<file path="src/hw/rtl/tesl_pkg.sv">
// ----------------------------------------------------------------------------
// Timed event slot table package
// Shared opcodes, command classes, status codes and command record.
// ----------------------------------------------------------------------------
package tesl_pkg;

	localparam int unsigned SLOTS_DEF   = 32;
	localparam int unsigned QUEUE_DEPTH = 2;

	typedef enum logic [2:0] {
		OP_ADD_PERIODIC = 3'd0,
		OP_ADD_ONESHOT  = 3'd1,
		OP_REMOVE       = 3'd2,
		OP_LENGTHEN     = 3'd3,
		OP_TICK         = 3'd4,
		OP_RUN          = 3'd5
	} opcode_t;

	typedef enum logic [2:0] {
		CL_NOP,
		CL_ADD,
		CL_REMOVE,
		CL_LENGTHEN,
		CL_TICK,
		CL_RUN
	} cls_t;

	localparam logic [1:0] ST_OK      = 2'd0;
	localparam logic [1:0] ST_FULL    = 2'd1;
	localparam logic [1:0] ST_MISSING = 2'd2;

	localparam logic [1:0] KIND_EMPTY = 2'd0;

	localparam logic signed [15:0] PERIODIC_MARK = -16'sd1;

	typedef struct packed {
		cls_t               cls;
		logic [7:0]         event_id;
		logic [15:0]        event_arg;
		logic [1:0]         kind;
		logic signed [15:0] delay;
		logic signed [15:0] init_count;
	} cmd_t;

	typedef enum logic [1:0] {
		BS_IDLE,
		BS_SCAN,
		BS_DONE
	} bstate_t;

endpackage

</file>
<file path="src/hw/rtl/tesl_if.sv">
// ----------------------------------------------------------------------------
// Timed event slot table channels
// Command channel and result channel, valid/ready with payload.
// ----------------------------------------------------------------------------
interface tesl_cmd_if;
	logic               valid;
	logic               ready;
	logic [2:0]         opcode;
	logic [7:0]         event_id;
	logic [15:0]        event_arg;
	logic [1:0]         kind;
	logic signed [15:0] delay;

	modport source (output valid, opcode, event_id, event_arg, kind, delay, input ready);
	modport sink   (input valid, opcode, event_id, event_arg, kind, delay, output ready);
endinterface

interface tesl_res_if;
	logic        valid;
	logic        ready;
	logic [1:0]  status;
	logic        fired;
	logic [7:0]  fired_id;
	logic [15:0] fired_arg;
	logic        last;

	modport source (output valid, status, fired, fired_id, fired_arg, last, input ready);
	modport sink   (input valid, status, fired, fired_id, fired_arg, last, output ready);
endinterface

</file>
<file path="src/hw/rtl/tesl_front.sv">
// ----------------------------------------------------------------------------
// Timed event slot table front end
// Accepts commands, decodes the opcode into a command class and pushes
// the decoded command into the queue.
// ----------------------------------------------------------------------------
module tesl_front (
	tesl_cmd_if.sink         cmd,
	input  logic             q_full,
	output logic             push,
	output tesl_pkg::cmd_t   push_data
);

	assign cmd.ready = !q_full;
	assign push      = cmd.valid && !q_full;

	always_comb begin
		push_data.event_id   = cmd.event_id;
		push_data.event_arg  = cmd.event_arg;
		push_data.kind       = cmd.kind;
		push_data.delay      = cmd.delay;
		push_data.init_count = cmd.delay;
		case (cmd.opcode)
			tesl_pkg::OP_ADD_PERIODIC: begin
				push_data.cls        = tesl_pkg::CL_ADD;
				push_data.init_count = tesl_pkg::PERIODIC_MARK;
			end
			tesl_pkg::OP_ADD_ONESHOT: begin
				push_data.cls = tesl_pkg::CL_ADD;
			end
			tesl_pkg::OP_REMOVE: begin
				push_data.cls = tesl_pkg::CL_REMOVE;
			end
			tesl_pkg::OP_LENGTHEN: begin
				push_data.cls = tesl_pkg::CL_LENGTHEN;
			end
			tesl_pkg::OP_TICK: begin
				// an empty class is decoded as a no-op, so nothing can fire
				push_data.cls = (cmd.kind == tesl_pkg::KIND_EMPTY) ?
					tesl_pkg::CL_NOP : tesl_pkg::CL_TICK;
			end
			tesl_pkg::OP_RUN: begin
				push_data.cls = (cmd.kind == tesl_pkg::KIND_EMPTY) ?
					tesl_pkg::CL_NOP : tesl_pkg::CL_RUN;
			end
			default: begin
				push_data.cls = tesl_pkg::CL_NOP;
			end
		endcase
	end

endmodule

</file>
<file path="src/hw/rtl/tesl_queue.sv">
// ----------------------------------------------------------------------------
// Timed event slot table command queue
// Short FIFO of decoded commands between the front end and the scanner.
// ----------------------------------------------------------------------------
module tesl_queue (
	input  logic             clk,
	input  logic             arst_n,
	input  logic             push,
	input  tesl_pkg::cmd_t   push_data,
	output logic             full,
	output logic             q_valid,
	output tesl_pkg::cmd_t   q_data,
	input  logic             q_pop
);

	localparam int unsigned DEPTH = tesl_pkg::QUEUE_DEPTH;
	localparam int unsigned PW    = (DEPTH > 1) ? $clog2(DEPTH) : 1;
	localparam int unsigned CW    = $clog2(DEPTH + 1);

	tesl_pkg::cmd_t  entry_q [DEPTH];
	logic [PW-1:0]   wr_ptr_q;
	logic [PW-1:0]   rd_ptr_q;
	logic [CW-1:0]   count_q;
	logic            do_push;
	logic            do_pop;

	assign full    = (count_q == CW'(DEPTH));
	assign q_valid = (count_q != '0);
	assign q_data  = entry_q[rd_ptr_q];
	assign do_push = push && !full;
	assign do_pop  = q_pop && q_valid;

	always_ff @(posedge clk or negedge arst_n) begin
		if (!arst_n) begin
			wr_ptr_q <= '0;
			rd_ptr_q <= '0;
			count_q  <= '0;
		end else begin
			if (do_push) begin
				wr_ptr_q <= (wr_ptr_q == PW'(DEPTH - 1)) ? '0 : wr_ptr_q + 1'b1;
			end
			if (do_pop) begin
				rd_ptr_q <= (rd_ptr_q == PW'(DEPTH - 1)) ? '0 : rd_ptr_q + 1'b1;
			end
			if (do_push && !do_pop) begin
				count_q <= count_q + 1'b1;
			end else if (do_pop && !do_push) begin
				count_q <= count_q - 1'b1;
			end
		end
	end

	always_ff @(posedge clk) begin
		if (do_push) begin
			entry_q[wr_ptr_q] <= push_data;
		end
	end

endmodule

</file>
<file path="src/hw/rtl/tesl_back.sv">
// ----------------------------------------------------------------------------
// Timed event slot table scanner
// Pops one command, walks the slot table one slot a cycle unless held for a
// busy output, and reports status and fired events through a result register.
// ----------------------------------------------------------------------------
module tesl_back #(
	parameter int unsigned SLOTS = tesl_pkg::SLOTS_DEF
) (
	input  logic             clk,
	input  logic             arst_n,
	input  logic             q_valid,
	input  tesl_pkg::cmd_t   q_data,
	output logic             q_pop,
	tesl_res_if.source       res
);

	localparam int unsigned IDXW = $clog2(SLOTS);

	typedef struct packed {
		logic [7:0]         id;
		logic [15:0]        arg;
		logic signed [15:0] count;
	} entry_t;

	typedef struct packed {
		logic [1:0]  status;
		logic        fired;
		logic [7:0]  fired_id;
		logic [15:0] fired_arg;
		logic        last;
	} result_t;

	entry_t              mem [SLOTS];
	logic [1:0]          kind_q [SLOTS];

	tesl_pkg::bstate_t   state_q, state_d;
	tesl_pkg::cmd_t      cmd_q;
	logic [IDXW:0]       iss_q;
	logic                s2_valid_q;
	logic [IDXW-1:0]     idx_s2;
	entry_t              rd_s2;
	logic                pend_valid_q;
	logic [7:0]          pend_id_q;
	logic [15:0]         pend_arg_q;
	logic [1:0]          status_q;
	logic                out_valid_q;
	result_t             out_q;

	logic                start;
	logic                eval;
	logic                out_free;
	logic                stall;
	logic                adv;
	logic                step;
	logic                scan_end;
	logic                iss_live;
	logic [1:0]          kind_cur;
	logic                hit;
	logic                fire;
	logic                mem_we;
	entry_t              mem_wdata;
	logic                kind_we;
	logic [1:0]          kind_wdata;
	logic signed [16:0]  sum;
	logic                load_scan;
	logic                load_done;
	result_t             out_d;

	assign eval     = (state_q == tesl_pkg::BS_SCAN) && s2_valid_q;
	assign out_free = !out_valid_q || res.ready;
	assign kind_cur = kind_q[idx_s2];
	assign sum      = {rd_s2.count[15], rd_s2.count} + {cmd_q.delay[15], cmd_q.delay};
	assign iss_live = (iss_q < (IDXW + 1)'(SLOTS));

	// slot evaluation
	always_comb begin
		hit        = 1'b0;
		fire       = 1'b0;
		mem_we     = 1'b0;
		mem_wdata  = rd_s2;
		kind_we    = 1'b0;
		kind_wdata = kind_cur;
		case (cmd_q.cls)
			tesl_pkg::CL_ADD: begin
				if (kind_cur == tesl_pkg::KIND_EMPTY) begin
					hit = 1'b1;
					if (cmd_q.kind != tesl_pkg::KIND_EMPTY) begin
						kind_we         = 1'b1;
						kind_wdata      = cmd_q.kind;
						mem_we          = 1'b1;
						mem_wdata.id    = cmd_q.event_id;
						mem_wdata.arg   = cmd_q.event_arg;
						mem_wdata.count = cmd_q.init_count;
					end
				end
			end
			tesl_pkg::CL_REMOVE: begin
				if (kind_cur != tesl_pkg::KIND_EMPTY && rd_s2.id == cmd_q.event_id) begin
					hit        = 1'b1;
					kind_we    = 1'b1;
					kind_wdata = tesl_pkg::KIND_EMPTY;
				end
			end
			tesl_pkg::CL_LENGTHEN: begin
				if (kind_cur != tesl_pkg::KIND_EMPTY && rd_s2.id == cmd_q.event_id) begin
					hit    = 1'b1;
					mem_we = 1'b1;
					// saturate on signed overflow
					if (sum[16] != sum[15]) begin
						mem_wdata.count = sum[16] ? 16'sh8000 : 16'sh7FFF;
					end else begin
						mem_wdata.count = sum[15:0];
					end
				end
			end
			tesl_pkg::CL_TICK: begin
				if (kind_cur == cmd_q.kind && rd_s2.count > 16'sd0) begin
					mem_we          = 1'b1;
					mem_wdata.count = rd_s2.count - 16'sd1;
					if (rd_s2.count == 16'sd1) begin
						fire       = 1'b1;
						kind_we    = 1'b1;
						kind_wdata = tesl_pkg::KIND_EMPTY;
					end
				end
			end
			tesl_pkg::CL_RUN: begin
				if (kind_cur == cmd_q.kind && rd_s2.count == tesl_pkg::PERIODIC_MARK) begin
					fire = 1'b1;
				end
			end
			default: begin
			end
		endcase
	end

	// a second event needs the held one moved out first
	assign stall     = eval && fire && pend_valid_q && !out_free;
	assign adv       = (state_q == tesl_pkg::BS_SCAN) && !stall;
	assign step      = eval && !stall;
	assign scan_end  = step && (hit || idx_s2 == IDXW'(SLOTS - 1));
	assign load_scan = step && fire && pend_valid_q;
	assign load_done = (state_q == tesl_pkg::BS_DONE) && out_free;

	always_comb begin
		state_d = state_q;
		q_pop   = 1'b0;
		start   = 1'b0;
		case (state_q)
			tesl_pkg::BS_IDLE: begin
				if (q_valid) begin
					q_pop   = 1'b1;
					start   = 1'b1;
					state_d = (q_data.cls == tesl_pkg::CL_NOP) ?
						tesl_pkg::BS_DONE : tesl_pkg::BS_SCAN;
				end
			end
			tesl_pkg::BS_SCAN: begin
				if (scan_end) begin
					state_d = tesl_pkg::BS_DONE;
				end
			end
			tesl_pkg::BS_DONE: begin
				if (out_free) begin
					state_d = tesl_pkg::BS_IDLE;
				end
			end
			default: begin
				state_d = tesl_pkg::BS_IDLE;
			end
		endcase
	end

	always_comb begin
		out_d.status    = tesl_pkg::ST_OK;
		out_d.fired     = 1'b1;
		out_d.fired_id  = pend_id_q;
		out_d.fired_arg = pend_arg_q;
		out_d.last      = 1'b0;
		if (load_done) begin
			out_d.last = 1'b1;
			if (!pend_valid_q) begin
				out_d.status    = status_q;
				out_d.fired     = 1'b0;
				out_d.fired_id  = '0;
				out_d.fired_arg = '0;
			end
		end
	end

	always_ff @(posedge clk or negedge arst_n) begin
		if (!arst_n) begin
			state_q      <= tesl_pkg::BS_IDLE;
			s2_valid_q   <= 1'b0;
			iss_q        <= '0;
			pend_valid_q <= 1'b0;
			out_valid_q  <= 1'b0;
			for (int i = 0; i < SLOTS; i++) begin
				kind_q[i] <= tesl_pkg::KIND_EMPTY;
			end
		end else begin
			state_q <= state_d;
			if (start) begin
				iss_q      <= '0;
				s2_valid_q <= 1'b0;
			end else if (adv) begin
				s2_valid_q <= iss_live;
				if (iss_live) begin
					iss_q <= iss_q + 1'b1;
				end
			end
			if (step && kind_we) begin
				kind_q[idx_s2] <= kind_wdata;
			end
			if (step && fire) begin
				pend_valid_q <= 1'b1;
			end else if (load_done) begin
				pend_valid_q <= 1'b0;
			end
			if (load_scan || load_done) begin
				out_valid_q <= 1'b1;
			end else if (res.ready) begin
				out_valid_q <= 1'b0;
			end
		end
	end

	always_ff @(posedge clk) begin
		if (start) begin
			cmd_q    <= q_data;
			status_q <= tesl_pkg::ST_OK;
		end
		if (scan_end && !hit) begin
			case (cmd_q.cls)
				tesl_pkg::CL_ADD:      status_q <= tesl_pkg::ST_FULL;
				tesl_pkg::CL_REMOVE,
				tesl_pkg::CL_LENGTHEN: status_q <= tesl_pkg::ST_MISSING;
				default:               status_q <= tesl_pkg::ST_OK;
			endcase
		end
		if (step && fire) begin
			pend_id_q  <= rd_s2.id;
			pend_arg_q <= rd_s2.arg;
		end
		if (load_scan || load_done) begin
			out_q <= out_d;
		end
	end

	// slot table: write at the evaluated slot, read ahead at the issue index
	always_ff @(posedge clk) begin
		if (step && mem_we) begin
			mem[idx_s2] <= mem_wdata;
		end
		if (adv && iss_live) begin
			rd_s2  <= mem[iss_q[IDXW-1:0]];
			idx_s2 <= iss_q[IDXW-1:0];
		end
	end

	assign res.valid     = out_valid_q;
	assign res.status    = out_q.status;
	assign res.fired     = out_q.fired;
	assign res.fired_id  = out_q.fired_id;
	assign res.fired_arg = out_q.fired_arg;
	assign res.last      = out_q.last;

	a_add_only_fills: assert property (@(posedge clk) disable iff (!arst_n)
		(step && kind_we && kind_wdata != tesl_pkg::KIND_EMPTY)
			|-> cmd_q.cls == tesl_pkg::CL_ADD)
		else $error("slot filled by a command other than add");

	a_idle_no_pending: assert property (@(posedge clk) disable iff (!arst_n)
		(state_q == tesl_pkg::BS_IDLE) |-> !pend_valid_q)
		else $error("held event left over after command end");

	a_done_gives_last: assert property (@(posedge clk) disable iff (!arst_n)
		load_done |=> out_valid_q && res.last)
		else $error("command end did not present a final result");

	a_scan_starts_empty: assert property (@(posedge clk) disable iff (!arst_n)
		(state_q == tesl_pkg::BS_SCAN && $past(state_q) == tesl_pkg::BS_IDLE)
			|-> !s2_valid_q)
		else $error("scan started with stale slot data");

endmodule

</file>
<file path="src/hw/rtl/timed_event_slot_table_core.sv">
// ----------------------------------------------------------------------------
// Timed event slot table core
// Timer callout table: add, remove, lengthen, tick and run over a slot table,
// reporting fired events in slot order.
// ----------------------------------------------------------------------------
//  port  | dir | payload                                         | per transfer
//  cmd   | in  | opcode, event_id, event_arg, kind, delay        | one command
//  res   | out | status, fired, fired_id, fired_arg, last        | one result
//
//  Tick and run scan the whole table, one slot per cycle unless the scan is
//  held; add, remove and lengthen stop at the first match, while unused
//  opcodes and tick or run with the empty class do not scan at all.
//  Reset clears all slot kinds at once; no clearing pass, ready right away.
//  A stalled result port holds the scan only when a second event needs out.
//  The command queue keeps taking commands while the scanner is busy,
//  until its two entries are full.
// ----------------------------------------------------------------------------
module timed_event_slot_table_core #(
	parameter int unsigned SLOTS = tesl_pkg::SLOTS_DEF
) (
	input  logic        clk,
	input  logic        arst_n,
	tesl_cmd_if.sink    cmd,
	tesl_res_if.source  res
);

	logic             push;
	tesl_pkg::cmd_t   push_data;
	logic             q_full;
	logic             q_valid;
	tesl_pkg::cmd_t   q_data;
	logic             q_pop;

	tesl_front u_front (
		.cmd       (cmd),
		.q_full    (q_full),
		.push      (push),
		.push_data (push_data)
	);

	tesl_queue u_queue (
		.clk       (clk),
		.arst_n    (arst_n),
		.push      (push),
		.push_data (push_data),
		.full      (q_full),
		.q_valid   (q_valid),
		.q_data    (q_data),
		.q_pop     (q_pop)
	);

	tesl_back #(
		.SLOTS (SLOTS)
	) u_back (
		.clk     (clk),
		.arst_n  (arst_n),
		.q_valid (q_valid),
		.q_data  (q_data),
		.q_pop   (q_pop),
		.res     (res)
	);

endmodule

</file>
<file path="src/flat_wrapper.sv">
// flat-port wrapper written by rule: the top's interface ports become plain ports
module timed_event_slot_table_core_flat 
#(
	parameter int unsigned SLOTS = tesl_pkg::SLOTS_DEF
)
  (clk, arst_n, cmd_valid, cmd_opcode, cmd_event_id, cmd_event_arg, cmd_kind, cmd_delay, cmd_ready, res_valid, res_status, res_fired, res_fired_id, res_fired_arg, res_last, res_ready);
  tesl_cmd_if cmd_i ();
  tesl_res_if res_i ();
  input  logic clk;
  input  logic arst_n;
  input wire logic [$bits(cmd_i.valid)-1:0] cmd_valid;
  input wire logic [$bits(cmd_i.opcode)-1:0] cmd_opcode;
  input wire logic [$bits(cmd_i.event_id)-1:0] cmd_event_id;
  input wire logic [$bits(cmd_i.event_arg)-1:0] cmd_event_arg;
  input wire logic [$bits(cmd_i.kind)-1:0] cmd_kind;
  input wire logic [$bits(cmd_i.delay)-1:0] cmd_delay;
  output wire logic [$bits(cmd_i.ready)-1:0] cmd_ready;
  output wire logic [$bits(res_i.valid)-1:0] res_valid;
  output wire logic [$bits(res_i.status)-1:0] res_status;
  output wire logic [$bits(res_i.fired)-1:0] res_fired;
  output wire logic [$bits(res_i.fired_id)-1:0] res_fired_id;
  output wire logic [$bits(res_i.fired_arg)-1:0] res_fired_arg;
  output wire logic [$bits(res_i.last)-1:0] res_last;
  input wire logic [$bits(res_i.ready)-1:0] res_ready;
  assign cmd_i.valid = cmd_valid;
  assign cmd_i.opcode = cmd_opcode;
  assign cmd_i.event_id = cmd_event_id;
  assign cmd_i.event_arg = cmd_event_arg;
  assign cmd_i.kind = cmd_kind;
  assign cmd_i.delay = cmd_delay;
  assign cmd_ready = cmd_i.ready;
  assign res_valid = res_i.valid;
  assign res_status = res_i.status;
  assign res_fired = res_i.fired;
  assign res_fired_id = res_i.fired_id;
  assign res_fired_arg = res_i.fired_arg;
  assign res_last = res_i.last;
  assign res_i.ready = res_ready;
  timed_event_slot_table_core #(.SLOTS(SLOTS)) u_core (.clk(clk), .arst_n(arst_n), .cmd(cmd_i), .res(res_i));
endmodule
</file>
<file path="config.mk">
export PLATFORM = sky130hd
export DESIGN_NAME = timed_event_slot_table_core_flat
export DESIGN_NICKNAME = d
export VERILOG_FILES = /design/src/hw/rtl/tesl_pkg.sv /design/src/hw/rtl/tesl_if.sv /design/src/hw/rtl/tesl_front.sv /design/src/hw/rtl/tesl_queue.sv /design/src/hw/rtl/tesl_back.sv /design/src/hw/rtl/timed_event_slot_table_core.sv /design/src/flat_wrapper.sv
export SDC_FILE = /design/constraint.sdc
export NUM_CORES = 2
export LEC_CHECK = 0
export ABC_CLOCK_PERIOD_IN_PS = 6200
export BUFFER_PORTS_ARGS = -buffer_cell sky130_fd_sc_hd__buf_2
export CAP_MARGIN = 20
export CORE_MARGIN = 3
export CORE_UTILIZATION = 31
export DETAILED_ROUTE_END_ITERATION = 8
export SETUP_SLACK_MARGIN = 0.15
export SYNTH_ARGS = -nofsm -noshare
export SYNTH_HDL_FRONTEND = slang
export SYNTH_SLANG_ARGS = --single-unit
</file>
<file path="constraint.sdc">
create_clock -name clk -period 6.2 [get_ports clk]
set_clock_uncertainty 0.2 [all_clocks]
set_input_delay 0.93 -clock clk [delete_from_list [all_inputs] [get_ports clk]]
set_output_delay 0.93 -clock clk [all_outputs]
set_load 0.05 [all_outputs]
</file>
### Word-level counts from Yosys, hierarchy flattened

Memories as Yosys holds them, arrays and structs flattened. A register that Yosys moved wholly into a read port is not among the register bits.
Index checks and enable logic that the tools add are counted.

* add/subtract/negate cells: 7
* multiply operators: 0
* div/mod/pow operators: 0
* magnitude comparators: 4
* eq/ne operators: 22
* shift operators: 0
* mux-type cells: 65
* bitwise logic cells: 2
* reductions and logical operators: 52

Operators by type and width (number)
* $mux 16: 5
* $mux 40: 2
* $bwmux 64: 1
* $mux 25: 2
* $pmux 16 s3: 1
* $mux 2: 16
* $mux 24: 1
* $logic_and 1x1->1: 23
* $mux 1: 22
* $mux 6: 3
* $reduce_bool 2->1: 9
* $add 16x16->17: 1
* $eq 16x1->1 const B: 1
* $eq 16x2->1 const B: 1
* $gt 16x1->1 const B: 1
* $sub 16x2->16 const B: 1
* $pmux 3 s5: 1
* $eq 3x2->1 const B: 4
* $eq 3x3->1 const B: 4
* $pmux 2 s3: 2
* $bmux 2 s5: 1
* $demux 2 s5: 1
* $eq 8x8->1: 1
* $logic_not 1->1: 7
* 27 further kinds: 41

* flip-flop bits (word level): 199
* bits in latches: 0
* memory bits (writable): 1402
* memory bits (read-only): 0
* input port bits: 49
* memories: 2

Memory list
* u_core.u_back.mem: depth 32, width 40, rd ports 1, clocked after Yosys merged registers in 1, wr ports 1, line tesl_back.sv:33 `entry_t mem [SLOTS];`
* u_core.u_queue.entry_q: depth 2, width 61, rd ports 1, clocked after Yosys merged registers in 0, wr ports 1, line tesl_queue.sv:20 `tesl_pkg::cmd_t entry_q [DEPTH];`

### Logic depth before layout (Yosys ltp)

* depth after elaboration: 17
* mapped depth: 12
* mapped depth without buffers: 12

### Hierarchy

A second synthesis with hierarchy kept.

* cells, all modules: 2988
* area, all modules: 65335.2 sq um

By module, submodules not included
* tesl_back: instances 1, cells an instance 2711, area each 59942.5 sq um
* tesl_queue: instances 1, cells an instance 209, area each 4901.0 sq um
* tesl_front: instances 1, cells an instance 68, area each 491.7 sq um

### Worst setup path after synthesis

OpenSTA, ideal clock, no wires.

* path kind: reg2reg
* start: reg, netlist name u_core.u_back.rd_s2[2]
* end: mem u_core.u_back.mem[0][11] in the netlist's numbering, data pin
* data arrival time: 4599 ps
* required time: 5385 ps
* setup slack: 785 ps
* cell stages (with the launch flop): 10
* path buffers: 0
* clock period less this slack: 5415 ps
* path through: edfxtp_1 ha_1 o21ai_0 o21a_1 or2_2 o211a_1 or4_1 nand3_1 nor2_1 o311ai_0

RTL lines (line)
* end: declaration: tesl_back.sv:33

### Worst setup path in the final report

* start: reg u_core.u_back.idx_s2[3]
* end: mem u_core.u_back.mem[28][26] in the netlist's numbering (enable)

* longest elaborated chain between the ends: 16
* elaborated cells between the ends (all ways): 25
* classes of those cells: eq/ne (1); mux (12); bitwise (1); reduce/logical (11)

RTL lines
* start: declaration: line tesl_back.sv:40 `logic [IDXW-1:0] idx_s2;`
* start signal: assignment: line tesl_back.sv:257 `idx_s2 <= iss_q[IDXW-1:0];`
* $not 5->6 (not written as such): line tesl_back.sv:71 `assign kind_cur = kind_q[idx_s2];`
* $bmux 2 s5: line tesl_back.sv:71
* $mux 2 (not written as such) (2 in a row): line tesl_back.sv:71
* $eq 2x2->1: line tesl_back.sv:117, tesl_back.sv:128
* $logic_and 1x1->1 (on tied branches): line tesl_back.sv:128, tesl_back.sv:117
* $mux 1 (on tied branches): line tesl_back.sv:128, tesl_back.sv:117
* $pmux 1 s2: line tesl_back.sv:83 `case (cmd_q.cls)`
* $logic_and 1x1->1 (3 in a row): line tesl_back.sv:138 `assign stall = eval && fire && pend_valid_q && !out_free;`
* $logic_not 1->1: line tesl_back.sv:140 `assign step = eval && !stall;`
* $logic_and 1x1->1: line tesl_back.sv:140
* $logic_and 1x1->1: line tesl_back.sv:252 `if (step && mem_we) begin`
* $mux 1: line tesl_back.sv:252
* $mux 1 (not written as such): line tesl_back.sv:253 `mem[idx_s2] <= mem_wdata;`

Several ways; a longest one is shown, not always the timed one. The select of a mux whose other input is x is not followed.

==> out/metrics.csv <==
stage;metric;value;unit
synth;top_reg_cell synth;edfxtp_1;
worst_setup_path;Reg2Reg Setup Slack;970;ps
synth;synthesized instance count;2993;
synth;Avg Cell Area, Syn;21.7;sq um
sta;Slew headroom;26.4;%
worst_setup_path;Worst Setup Path Type;reg -> reg;
sta;FMAX;191;MHz
synth;fraction of registers with async set/reset;4.81;%
synth;top post-synthesis cells by area;edfxtp_1 72%, mux4_2 14%, dfrtp_1 3.0%;
synth;Seq/Total Area, Yosys;75.3;%
floorplan;die height;463;um
sta;RSZ-0062 raised after global routing;no;
worst_setup_path;CP Data Required Time;6410;ps
clock_network;htree depth;4;
finish;NumNets Final;3254;
drt;average vias per placed instance;5.01;
synth;Post-synth EDFFs;1562;
drt;DRC violations left;0;
worst_setup_path;critical path launch point type;flop;
synth;syn nets;3064;
drt;DR pass1 iterations;5;
worst_setup_path;Slowest-stage cell, CP;nand3b_1;
power_and_ir_drop;Pwr Total;22.5;mW
sta;Max Transition Viols Final;0;
placed_design;dpl hpwl;82500;um
floorplan;Initial Util;31.2;%
synth;flops & latches, synth;1641;
grt;total global routing overflow;0;
sta;minimum clock period;5230;ps
grt;maximum number of pins on one net before global-route repair;124;
run_status;status;finished, final reports clean;
floorplan;Cell Rows;167;
floorplan;die area;0.215;sq mm
grt;gr usage total;13.9;%
worst_setup_path;endpoint type of the worst setup path;flop;
synth;commonest cells in the netlist;1562 x edfxtp_1, 400 x mux4_2, 133 x mux2_2;
synth;area leader, netlist;edfxtp_1;
floorplan;Core Area;0.208;sq mm
synth;Synth top area share;72.3;%
drt;routed vias;30600;
synth;synth unique cells;75;
sta;final worst setup slack;970;ps
clock_network;Root Buffer;clkbuf_16;
worst_setup_path;CP bufs+invs;1;
drt;DR iter-0 viols;3177;
clock_network;post_cts resized;0;
sta;final hold violations;0;
clock_network;Clock Sinks;1641;
clock_network;CTS Buf Count;166;
grt;initial antenna violation count;3;
clock_network;TritonCTS clock tree;built;
sta;period utilization;84.4;%
drt;DRT Wirelength;151000;um
power_and_ir_drop;leakage power;23.9;nW
floorplan;die width;463;um
hold_path;Hold Crit Class;in -> reg;
flow_run;Max-Cap Viols;0;
floorplan;# IOs;79;
worst_setup_path;Crit path arrival time;5440;ps
worst_setup_path;CP Max Fanout;26;
clock_network;Max Root-Sink Buffers;3;
synth;mapped cell area;0.0649;sq mm
sta;final setup vio count;0;
worst_setup_path;critical path, cell by cell;nand3b_1 > o22ai_1 > nor4_2 > mux2i_4 > xnor2_4 > nand4_1 > a311oi_2 > nand2_1 > nor2_4 > buf_4;
synth;synth warn;0;
sta;worst slew pin tran;1100;ps
placed_design;DP Worst Slack;973;ps
grt;first-pass GRT wire length;222000;um
clock_network;clock-pin slew on the worst setup and hold paths;60;ps
power_and_ir_drop;VDD IR-drop max;0.278;mV
drt;Antenna Violating Nets Remaining;0;
synth;top-count cell post-synth;edfxtp_1;
drt;routed len/inst;24.7;um
placed_design;GPL Wtd Cong;0.840;
placed_design;Port Buf Inserts;78;
worst_setup_path;CP top delay family;simple AND/OR/NAND/NOR gates;
power_and_ir_drop;pwr dens;300;mW/mm^2
grt;number of global-route vias before repair;31500;
finish;Synth-to-Final Area Change;15.6;%
clock_network;clock latency on the worst-skew pair;790;ps
sta;setup_tns;0;ps
finish;share of cells above drive strength 1;31.8;%
worst_setup_path;CP peak stage delay;660;ps
## layout by cell type (no fill, tap or decap), types with 7 or more instances in the layout
master,n
a21oi_1,26
buf_12,28
edfxtp_1,1562
nand4_1,11
nand3_1,13
mux2i_1,37
buf_2,77
clkinv_1,45
clkinv_4,7
ha_1,21
nor2_1,81
inv_1,14
o22ai_1,17
clkbuf_16,171
xor2_1,13
dfrtp_1,73
o21a_1,8
bufinv_16,13
or2_2,21
clkbuf_1,27
nand2b_1,24
mux2_2,133
mux2_1,60
a21o_1,7
buf_4,58
o21ai_0,26
nand3_2,19
nor2_4,33
nand2_1,35
nor3_1,12
xnor2_1,16
nor2b_1,31
nand3_4,10
mux4_2,400
clkinv_2,23
## state kept, by name, indices dropped and copies added, names as in the netlist, 8 cells and up
register / count
u_core.u_back.cmd_q: 61
u_core.u_back.mem: 1280
u_core.u_back.res.fired_id: 8
u_core.u_back.rd_s2: 40
u_core.u_back.kind_q: 64
u_core.u_back.pend_id_q: 8
u_core.u_queue.entry_q: 122
u_core.u_back.res.fired_arg: 16
u_core.u_back.pend_arg_q: 16
## area by class of cell
cell class	count	area (sq um)
Multi-Input combinational cell	1190	15600
Fill cell	19000	133000
Inverter	15	57.6
Tap cell	2788	3490
Antenna cell	2	5.00
Sequential cell	1641	48900
Timing Repair Buffer	169	1490
Clock buffer	199	4390
Clock inverter	102	976
## repair_timing
item,4_1_cts,5_1_grt
hold endpoints to repair,0,7
hold buffers,0,1
setup buffers,0,0
## stage by stage
step | hold WS [ps] | cells | area (sq um) | util (%)
floorplan | 220 | 2993 | 64900 | -
global placement | 230 | 5797 | 69500 | 33.5
detailed placement | 227 | 5798 | 69500 | 33.5
CTS | 57.5 | 6099 | 74900 | 36.0
global route | 81.9 | 6104 | 75000 | 36.1
finish | 128 | 6106 | 75000 | 36.1
## worst register-to-register path: cells and delay by family, from the launching register on
family	cells	cell delay [ps]
simple gates	5	2220
compound gates	2	830
buf+inv	1	510
flops	1	460
xor+xnor	1	320
mux	1	230
## final timing paths
| check | startpoint | end | cells after the start |
|---|---|---|---|
| max | u_core.u_back.idx_s2[3] | u_core.u_back.mem[28][26] | 10 |
| max in group asynchronous | arst_n | u_core.u_queue.rd_ptr_q | 3 |
| min | cmd_event_arg[9] | u_core.u_queue.entry_q[1][43] | 1 |
| max reg2reg | u_core.u_back.idx_s2[3] | u_core.u_back.mem[28][26] | 10 |
| min in group asynchronous | arst_n | u_core.u_back.kind_q[63] | 2 |
| min reg2reg | u_core.u_back.rd_s2[25] | u_core.u_back.pend_arg_q[9] | 0 |
## cells by family after synthesis
kind of cell	synth area share [%]
muxes	17.9
and+or+nand+nor	3.07
adders and majority gates	0.451
DFF	75.3
buffers and inverters	1.05
xor gates and xnor gates	0.476
AOI/OAI and AO/OA	1.73
## power by group
group          leakage [nW]  switching [mW]  internal [mW]
clock network          2.61            4.23           5.62
logic                  6.16           0.241          0.105
registers              15.2          0.0441           12.2
total                  23.9            4.51           17.9
## routing by layer
metal / global-route usage (%) / wire [um] / vias to the layer above
met3: 2.33 / 8190 / 195
met1: 20.7 / 70600 / 16500
met5: 0 / 0 / -
met4: 3.11 / 2470 / 0
li1: - / - / 12900
met2: 21.3 / 69900 / 950
(Power assumes the default switching activity.)
